**src/hw/rtl/srkr_pkg.sv**
```systemverilog
package srkr_pkg;

   localparam int E_W  = 20;
   localparam int N_W  = 20;
   localparam int P_W  = 10;
   localparam int Q_W  = 19;
   localparam int D_W  = 20;
   localparam int ST_W = 2;
   localparam int SQ_W = N_W + 1;
   localparam int T_W  = N_W + 2;
   localparam int DIV_CNT_W = $clog2(N_W + 1);

   localparam int PRIME_BITS_DEFAULT = 10;

   localparam logic [ST_W-1:0] STATUS_OK         = 2'd0;
   localparam logic [ST_W-1:0] STATUS_NO_FACTOR  = 2'd1;
   localparam logic [ST_W-1:0] STATUS_NO_INVERSE = 2'd2;

   typedef enum logic [3:0] {
      ST_IDLE,
      ST_TRIAL_CHK,
      ST_TRIAL_DIV,
      ST_PHI,
      ST_INV_CHK,
      ST_INV_RED,
      ST_EU_CHK,
      ST_EU_DIV,
      ST_FINISH,
      ST_OUT
   } state_type;

   typedef struct packed {
      logic           start;
      logic [N_W-1:0] dividend;
      logic [N_W-1:0] divisor;
   } div_cmd_type;

   typedef struct packed {
      logic           done;
      logic [N_W-1:0] quotient;
      logic [N_W-1:0] remainder;
   } div_result_type;

endpackage

```
**src/hw/rtl/srkr_if.sv**
```systemverilog
interface srkr_req_if import srkr_pkg::*; ();
   logic           valid;
   logic           ready;
   logic [E_W-1:0] public_exp;
   logic [N_W-1:0] modulus;

   modport source (output valid, output public_exp, output modulus, input ready);
   modport sink (input valid, input public_exp, input modulus, output ready);
endinterface

interface srkr_rsp_if import srkr_pkg::*; ();
   logic            valid;
   logic            ready;
   logic [P_W-1:0]  factor_small;
   logic [Q_W-1:0]  factor_large;
   logic [D_W-1:0]  private_exp;
   logic [ST_W-1:0] status;

   modport source (output valid, output factor_small, output factor_large,
                   output private_exp, output status, input ready);
   modport sink (input valid, input factor_small, input factor_large,
                 input private_exp, input status, output ready);
endinterface

```
**src/hw/rtl/small_rsa_private_key_recovery.sv**
```systemverilog
// Run time grows with the number of trial divisors tried and with the number of Euclid steps.
// The worst case is a smallest factor near 1021 after about 1020 candidates, then a long Euclid
// run; a modulus below 4 goes from the first trial check straight to the result.
// The trial divisions and the Euclid steps share one 20-bit divider.
// Throughput: one request at a time; the next is taken once the result is registered.
// Reset is synchronous and active high; it clears the sequencer and the result valid.
module small_rsa_private_key_recovery import srkr_pkg::*; #(
   parameter int PRIME_BITS = PRIME_BITS_DEFAULT
) (
   input  logic          clock,
   input  logic          reset,
   srkr_req_if.sink      req,
   srkr_rsp_if.source    rsp
);

   localparam int CNT_W = PRIME_BITS + 1;

   state_type        state_ff, state_in;
   logic [E_W-1:0]   e_ff, e_in;
   logic [N_W-1:0]   n_ff, n_in;
   logic [CNT_W-1:0] i_ff, i_in;
   logic [SQ_W-1:0]  sq_ff, sq_in;
   logic [P_W-1:0]   p_ff, p_in;
   logic [Q_W-1:0]   q_ff, q_in;
   logic [N_W-1:0]   phi_ff, phi_in;
   logic [N_W-1:0]   r0_ff, r0_in;
   logic [N_W-1:0]   r1_ff, r1_in;
   logic signed [T_W-1:0] t0_ff, t0_in;
   logic signed [T_W-1:0] t1_ff, t1_in;
   logic [D_W-1:0]   d_ff, d_in;
   logic [ST_W-1:0]  status_ff, status_in;

   logic             rsp_valid_ff, rsp_valid_in;
   logic [P_W-1:0]   rsp_p_ff, rsp_p_in;
   logic [Q_W-1:0]   rsp_q_ff, rsp_q_in;
   logic [D_W-1:0]   rsp_d_ff, rsp_d_in;
   logic [ST_W-1:0]  rsp_st_ff, rsp_st_in;

   div_cmd_type      div_cmd;
   div_result_type   div_res;

   logic             out_free;
   logic             trial_stop;
   logic [P_W+Q_W-1:0]      phi_prod;
   logic signed [2*T_W-1:0] t_prod;
   logic signed [2*T_W-1:0] t_next;
   logic signed [T_W-1:0]   t_wrap;

   srkr_div u_div (
      .clock  (clock),
      .reset  (reset),
      .cmd    (div_cmd),
      .result (div_res)
   );

   assign out_free   = !rsp_valid_ff || rsp.ready;
   assign trial_stop = i_ff[CNT_W-1] || (sq_ff > {1'b0, n_ff});
   assign phi_prod   = (p_ff - 1'b1) * (q_ff - 1'b1);
   assign t_prod     = $signed({1'b0, div_res.quotient}) * t1_ff;
   assign t_next     = t0_ff - t_prod;
   assign t_wrap     = t0_ff + $signed({2'b00, phi_ff});

   always_comb begin
      state_in = state_ff;
      unique case (state_ff)
         ST_IDLE:      if (req.valid) state_in = ST_TRIAL_CHK;
         ST_TRIAL_CHK: state_in = trial_stop ? ST_OUT : ST_TRIAL_DIV;
         ST_TRIAL_DIV: begin
            if (div_res.done) begin
               state_in = (div_res.remainder == '0) ? ST_PHI : ST_TRIAL_CHK;
            end
         end
         ST_PHI:       state_in = ST_INV_CHK;
         ST_INV_CHK:   state_in = (phi_ff <= N_W'(1)) ? ST_OUT : ST_INV_RED;
         ST_INV_RED:   if (div_res.done) state_in = ST_EU_CHK;
         ST_EU_CHK:    state_in = (r1_ff == '0) ? ST_FINISH : ST_EU_DIV;
         ST_EU_DIV:    if (div_res.done) state_in = ST_EU_CHK;
         ST_FINISH:    state_in = ST_OUT;
         ST_OUT:       if (out_free) state_in = ST_IDLE;
         default:      state_in = ST_IDLE;
      endcase
   end

   always_comb begin
      e_in      = e_ff;
      n_in      = n_ff;
      i_in      = i_ff;
      sq_in     = sq_ff;
      p_in      = p_ff;
      q_in      = q_ff;
      phi_in    = phi_ff;
      r0_in     = r0_ff;
      r1_in     = r1_ff;
      t0_in     = t0_ff;
      t1_in     = t1_ff;
      d_in      = d_ff;
      status_in = status_ff;
      div_cmd.start    = 1'b0;
      div_cmd.dividend = n_ff;
      div_cmd.divisor  = N_W'(i_ff);
      rsp_valid_in = rsp_valid_ff && !rsp.ready;
      rsp_p_in  = rsp_p_ff;
      rsp_q_in  = rsp_q_ff;
      rsp_d_in  = rsp_d_ff;
      rsp_st_in = rsp_st_ff;
      unique case (state_ff)
         ST_IDLE: begin
            e_in  = req.public_exp;
            n_in  = req.modulus;
            i_in  = CNT_W'(2);
            sq_in = SQ_W'(4);
         end
         ST_TRIAL_CHK: begin
            if (trial_stop) begin
               p_in      = '0;
               q_in      = '0;
               d_in      = '0;
               status_in = STATUS_NO_FACTOR;
            end else begin
               div_cmd.start = 1'b1;
            end
         end
         ST_TRIAL_DIV: begin
            if (div_res.done) begin
               if (div_res.remainder == '0) begin
                  p_in = P_W'(i_ff);
                  q_in = div_res.quotient[Q_W-1:0];
               end else begin
                  // (i+1)^2 = i^2 + 2i + 1
                  sq_in = sq_ff + SQ_W'({i_ff, 1'b1});
                  i_in  = i_ff + 1'b1;
               end
            end
         end
         ST_PHI: phi_in = phi_prod[N_W-1:0];
         ST_INV_CHK: begin
            div_cmd.dividend = e_ff;
            div_cmd.divisor  = phi_ff;
            if (phi_ff <= N_W'(1)) begin
               d_in      = '0;
               status_in = STATUS_NO_INVERSE;
            end else begin
               div_cmd.start = 1'b1;
            end
         end
         ST_INV_RED: begin
            div_cmd.divisor = phi_ff;
            if (div_res.done) begin
               r0_in = phi_ff;
               r1_in = div_res.remainder;
               t0_in = '0;
               t1_in = T_W'(1);
            end
         end
         ST_EU_CHK: begin
            div_cmd.dividend = r0_ff;
            div_cmd.divisor  = r1_ff;
            div_cmd.start    = (r1_ff != '0);
         end
         ST_EU_DIV: begin
            div_cmd.dividend = r0_ff;
            div_cmd.divisor  = r1_ff;
            if (div_res.done) begin
               r0_in = r1_ff;
               r1_in = div_res.remainder;
               t0_in = t1_ff;
               t1_in = t_next[T_W-1:0];
            end
         end
         ST_FINISH: begin
            if (r0_ff != N_W'(1)) begin
               d_in      = '0;
               status_in = STATUS_NO_INVERSE;
            end else begin
               d_in      = t0_ff[T_W-1] ? t_wrap[D_W-1:0] : t0_ff[D_W-1:0];
               status_in = STATUS_OK;
            end
         end
         ST_OUT: begin
            if (out_free) begin
               rsp_valid_in = 1'b1;
               rsp_p_in     = p_ff;
               rsp_q_in     = q_ff;
               rsp_d_in     = d_ff;
               rsp_st_in    = status_ff;
            end
         end
         default: ;
      endcase
   end

   always_ff @(posedge clock) begin
      if (reset) begin
         state_ff     <= ST_IDLE;
         rsp_valid_ff <= 1'b0;
      end else begin
         state_ff     <= state_in;
         rsp_valid_ff <= rsp_valid_in;
      end
      e_ff      <= e_in;
      n_ff      <= n_in;
      i_ff      <= i_in;
      sq_ff     <= sq_in;
      p_ff      <= p_in;
      q_ff      <= q_in;
      phi_ff    <= phi_in;
      r0_ff     <= r0_in;
      r1_ff     <= r1_in;
      t0_ff     <= t0_in;
      t1_ff     <= t1_in;
      d_ff      <= d_in;
      status_ff <= status_in;
      rsp_p_ff  <= rsp_p_in;
      rsp_q_ff  <= rsp_q_in;
      rsp_d_ff  <= rsp_d_in;
      rsp_st_ff <= rsp_st_in;
   end

   assign req.ready        = (state_ff == ST_IDLE);
   assign rsp.valid        = rsp_valid_ff;
   assign rsp.factor_small = rsp_p_ff;
   assign rsp.factor_large = rsp_q_ff;
   assign rsp.private_exp  = rsp_d_ff;
   assign rsp.status       = rsp_st_ff;

endmodule

```
**src/hw/rtl/srkr_div.sv**
```systemverilog
module srkr_div import srkr_pkg::*; (
   input  logic           clock,
   input  logic           reset,
   input  div_cmd_type    cmd,
   output div_result_type result
);

   logic                 busy_ff, busy_in;
   logic                 done_ff, done_in;
   logic [DIV_CNT_W-1:0] count_ff, count_in;
   logic [N_W-1:0]       quo_ff, quo_in;
   logic [N_W-1:0]       rem_ff, rem_in;
   logic [N_W:0]         shifted;
   logic [N_W:0]         diff;

   // Restoring division, one quotient bit per cycle.
   always_comb begin
      busy_in  = busy_ff;
      done_in  = 1'b0;
      count_in = count_ff;
      quo_in   = quo_ff;
      rem_in   = rem_ff;
      shifted  = {rem_ff, quo_ff[N_W-1]};
      diff     = shifted - {1'b0, cmd.divisor};
      if (cmd.start) begin
         busy_in  = 1'b1;
         count_in = DIV_CNT_W'(N_W);
         quo_in   = cmd.dividend;
         rem_in   = '0;
      end else if (busy_ff) begin
         if (shifted >= {1'b0, cmd.divisor}) begin
            rem_in = diff[N_W-1:0];
            quo_in = {quo_ff[N_W-2:0], 1'b1};
         end else begin
            rem_in = shifted[N_W-1:0];
            quo_in = {quo_ff[N_W-2:0], 1'b0};
         end
         count_in = count_ff - 1'b1;
         if (count_ff == DIV_CNT_W'(1)) begin
            busy_in = 1'b0;
            done_in = 1'b1;
         end
      end
   end

   always_ff @(posedge clock) begin
      if (reset) begin
         busy_ff <= 1'b0;
         done_ff <= 1'b0;
      end else begin
         busy_ff <= busy_in;
         done_ff <= done_in;
      end
      count_ff <= count_in;
      quo_ff   <= quo_in;
      rem_ff   <= rem_in;
   end

   assign result.done      = done_ff;
   assign result.quotient  = quo_ff;
   assign result.remainder = rem_ff;

endmodule

```
**src/flat_wrapper.sv**
```systemverilog
// flat-port wrapper written by rule: the top's interface ports become plain ports
module small_rsa_private_key_recovery_flat import srkr_pkg::*;
#(
   parameter int PRIME_BITS = PRIME_BITS_DEFAULT
)
  (clock, reset, req_valid, req_public_exp, req_modulus, req_ready, rsp_valid, rsp_factor_small, rsp_factor_large, rsp_private_exp, rsp_status, rsp_ready);
  srkr_req_if req_i ();
  srkr_rsp_if rsp_i ();
  input  logic clock;
  input  logic reset;
  input wire logic [$bits(req_i.valid)-1:0] req_valid;
  input wire logic [$bits(req_i.public_exp)-1:0] req_public_exp;
  input wire logic [$bits(req_i.modulus)-1:0] req_modulus;
  output wire logic [$bits(req_i.ready)-1:0] req_ready;
  output wire logic [$bits(rsp_i.valid)-1:0] rsp_valid;
  output wire logic [$bits(rsp_i.factor_small)-1:0] rsp_factor_small;
  output wire logic [$bits(rsp_i.factor_large)-1:0] rsp_factor_large;
  output wire logic [$bits(rsp_i.private_exp)-1:0] rsp_private_exp;
  output wire logic [$bits(rsp_i.status)-1:0] rsp_status;
  input wire logic [$bits(rsp_i.ready)-1:0] rsp_ready;
  assign req_i.valid = req_valid;
  assign req_i.public_exp = req_public_exp;
  assign req_i.modulus = req_modulus;
  assign req_ready = req_i.ready;
  assign rsp_valid = rsp_i.valid;
  assign rsp_factor_small = rsp_i.factor_small;
  assign rsp_factor_large = rsp_i.factor_large;
  assign rsp_private_exp = rsp_i.private_exp;
  assign rsp_status = rsp_i.status;
  assign rsp_i.ready = rsp_ready;
  small_rsa_private_key_recovery #(.PRIME_BITS(PRIME_BITS)) u_core (.clock(clock), .reset(reset), .req(req_i), .rsp(rsp_i));
endmodule
```
**config.mk**
```make
export PLATFORM = sky130hd
export DESIGN_NAME = small_rsa_private_key_recovery_flat
export DESIGN_NICKNAME = d
export VERILOG_FILES = /design/src/hw/rtl/srkr_pkg.sv /design/src/hw/rtl/srkr_if.sv /design/src/hw/rtl/small_rsa_private_key_recovery.sv /design/src/hw/rtl/srkr_div.sv /design/src/flat_wrapper.sv
export SDC_FILE = /design/constraint.sdc
export NUM_CORES = 2
export LEC_CHECK = 0
export BUFFER_PORTS_ARGS = -buffer_cell sky130_fd_sc_hd__buf_4
export CAP_MARGIN = 20
export CORE_AREA = 2 2 217 219
export DETAILED_ROUTE_END_ITERATION = 10
export DIE_AREA = 0 0 219 221
export MAX_ROUTING_LAYER = met4
export PLACE_DENSITY = 0.82
export SYNTH_ARGS = -nofsm -noshare
export SYNTH_HDL_FRONTEND = slang
export SYNTH_HIERARCHICAL = 1
export SYNTH_SLANG_ARGS = --single-unit
export TNS_END_PERCENT = 10
```
**constraint.sdc**
```tcl
create_clock -name clock -period 10 [get_ports clock]
set_clock_uncertainty 0.05 [all_clocks]
set_input_delay 1 -clock clock [delete_from_list [all_inputs] [get_ports clock]]
set_output_delay 1 -clock clock [all_outputs]
set_load 0.005 [all_outputs]
```
==> impl_metrics.toml <==
[sta]
relSlewSlack = 0.268
tightest_slew_ns = 1.09
clock.fmax_mhz = 134
grt_setup_unrepaired = "false"
fin_crit_ns = 7.44
period_share = 0.744
hold_viol_final = 0
fin_tns_setup_ns = 0
slew_viol_final = 0
setup_viol = 0

[global_routing]
grt_busiest_layer = "met2"
antenna_found_initial = 0
gr-total-overflow = 0
grt_pass1_vias = 22600
grt_use_met3 = 0.0547
gr-usage-met2 = 0.522
use_met1 = 0.452
grt_pass1_wl_um = 124000
grt.total_usage = 0.342
grt_max_degree = 82

[yosys]
synth-seq-cells = 330
synth.distinct_cells = 65
synth_edf_count = 298
yosys_warnings = 6
synth_ff_type = "edfxtp_1"
synth_top_area_cell = "edfxtp_1"
syn_avg_cell_area_um2 = 10.2
ys_top_cells_by_count = "inv_1, fa_1, edfxtp_1"
synth_area_leaders = "edfxtp_1, fa_1, ha_1"
synth.most_common_cell = "inv_1"
postSynth.asyncResetShare = 0
ys_seq_area_frac = 0.323
synth_top_area_frac = 0.301
synthesis.nets = 3467
syn-cell-area_um2 = 29700
postSynthCellCount = 2899

[worst_hold_path]
hp-start = "u_core/d_ff[16]"
hp-class = "flip-flop to flip-flop"
hold_end = "u_core/rsp.private_exp[16]"
holdPathStages = 0

[clock_network]
cts_resized = 0
tritoncts.num_buffers = 38
clock-sinks = 330
cts_buffer_depth = 3
cts_tree = "built"
root_buffer = "clkbuf_16"
clk_latency_ns = 0.57
cts_setup_buffers = 0
ctsHoldBuffers = 0
htree_levels = 2
path_clk_slew_ns = 0.06

[setup_path]
critPathMostFrequentCell = "xnor2_1"
reg2reg_from = "u_core/q_ff[7]"
worst-endpoint-required_ns = 10.27
cp.arrival_ns = 7.71
r2r_slack_ns = 2.56
slowest_delay_ns = 0.59
critPathTopFamily = "adder cells"
crit_path_max_fanout = 6
reg2reg_depth = 22
worstReg2RegEnd = "u_core/phi_ff[19]"
crit_slowest_cell = "or4_1"
critPathCaptureType = "flip-flop"
start_kind = "flip-flop"
crit_chain = "or4_1 > or3_4 > or4_4 > xnor2_1 > nand2_1 > fa_1 > fa_1 > inv_1 > fa_1 > inv_1 > fa_1 > fa_1 > xnor2_1 > xnor2_1 > xnor2_1 > xnor2_1 > xnor2_1 > xnor2_1 > xnor2_1 > xnor2_1 > xnor3_1 > xnor2_1"
worstSetupPathType = "flip-flop to flip-flop"
worst-path-buf-inv = 2

[die]
dieArea_um2 = 48400
initial_core_util = 0.645
die_x_um = 219
rows = 79
io_pins = 97
core_region_area_um2 = 46100
chipHeight_um = 221

[drt]
finalWirelength_um = 77700
num_vias = 21800
drtAntennaViolNets = 0
drt_iter0_markers = 2239
remaining_drc_errors = 0
dr.pass1.iters = 6
viasPerCell = 6.07
detail_route.wl_per_cell_um = 21.7

[placement]
dp_hpwl_um = 58200
routabilityCongestion = 0.993
io_buffers = 96

[cells_and_area]
n_antenna_cell = 0
final_nets = 3518
syn_to_final_growth_pct = 8.55
drive_gt1_frac = 0.0853

[flow_run]
drv_cap = 0

[status]
status = "finished clean"
==> registers in the layout, summed over array words and instances (netlist names), 2 cells and up <==
| register | flops |
|---|---|
| u_core/d_ff | 20 |
| u_core/e_ff | 20 |
| u_core/i_ff | 11 |
| u_core/n_ff | 20 |
| u_core/p_ff | 10 |
| u_core/phi_ff | 20 |
| u_core/q_ff | 19 |
| u_core/r0_ff | 20 |
| u_core/r1_ff | 20 |
| u_core/rsp.factor_large | 19 |
| u_core/rsp.factor_small | 10 |
| u_core/rsp.private_exp | 20 |
| u_core/rsp.status | 2 |
| u_core/sq_ff | 21 |
| u_core/state_ff | 4 |
| u_core/status_ff | 2 |
| u_core/t0_ff | 22 |
| u_core/t1_ff | 22 |
| u_core/u_div/count_ff | 5 |
| u_core/u_div/quo_ff | 20 |
| u_core/u_div/rem_ff | 20 |
==> metrics by stage <==
step	hold WS, ns	instances	cell area, µm²	setup slack [ns]	util
2_1_floorplan	0.350	2899	29700	3.09	-
3_3_place_gp	0.356	3515	31000	2.60	0.672
3_5_place_dp	0.355	3515	31000	2.49	0.672
4_1_cts	0.370	3584	32200	2.45	0.700
5_1_grt	0.387	3586	32200	2.22	0.700
6_report	0.369	3586	32200	2.56	0.700
==> how the worst max path moves through the flow <==
stage / start / endpoint / depth (start not counted)
2_1_floorplan: u_core/q_ff[7] / u_core/phi_ff[19] / 24
3_3_place_gp: u_core/q_ff[0] / u_core/phi_ff[19] / 23
3_5_place_dp: u_core/q_ff[0] / u_core/phi_ff[19] / 23
4_1_cts: u_core/q_ff[0] / u_core/phi_ff[19] / 23
5_1_grt: u_core/p_ff[0] / u_core/phi_ff[18] / 24
6_report: u_core/q_ff[7] / u_core/phi_ff[19] / 22
==> cell families after synthesis <==
| logic type | Yosys count | synth area share |
|---|---|---|
| adders and majority gates | 524 | 0.300 |
| muxes | 87 | 0.0311 |
| DFF | 330 | 0.323 |
| AOI/OAI and AO/OA | 342 | 0.0722 |
| buffers and inverters | 516 | 0.0659 |
| xor gates and xnor gates | 173 | 0.0515 |
| and+or+nand+nor | 927 | 0.157 |
==> layout by cell type (no fill, tap or decap), drive strengths merged, types with 22 or more instances in the layout <==
master	synthesis	final
dfxtp	32	32
nand3	32	32
mux2i	45	45
o21ai	90	90
nor2	216	216
and2	172	172
nand2	245	245
edfxtp	298	298
a21o	31	31
buf	14	124
xnor2	111	111
nor2b	22	22
and3	67	67
nand2b	29	29
nor3	42	42
nor3b	23	23
clkbuf	99	50
ha	211	211
mux2	42	42
a21oi	97	97
xor2	61	61
fa	313	313
inv	403	406
a211oi	28	28
==> area by class of cell <==
| cell class | count | area (µm²) |
|---|---|---|
| Multi-Input combinational cell | 2053 | 18200 |
| Tap cell | 607 | 759 |
| Sequential cell | 330 | 9590 |
| Clock inverter | 19 | 229 |
| Inverter | 403 | 1510 |
| Fill cell | 3327 | 13800 |
| Clock buffer | 50 | 1030 |
| Timing Repair Buffer | 124 | 931 |
==> metal layers <==
metal | wire length (µm) | share of wire
met1 | 30200 | 0.39
met2 | 35900 | 0.46
met3 | 7430 | 0.096
met4 | 4200 | 0.054
met5 | 0 | 0
Power is left out: the tool's default activity adds up to more than one toggle a clock period on the data nets, which glitch-free logic cannot reach.
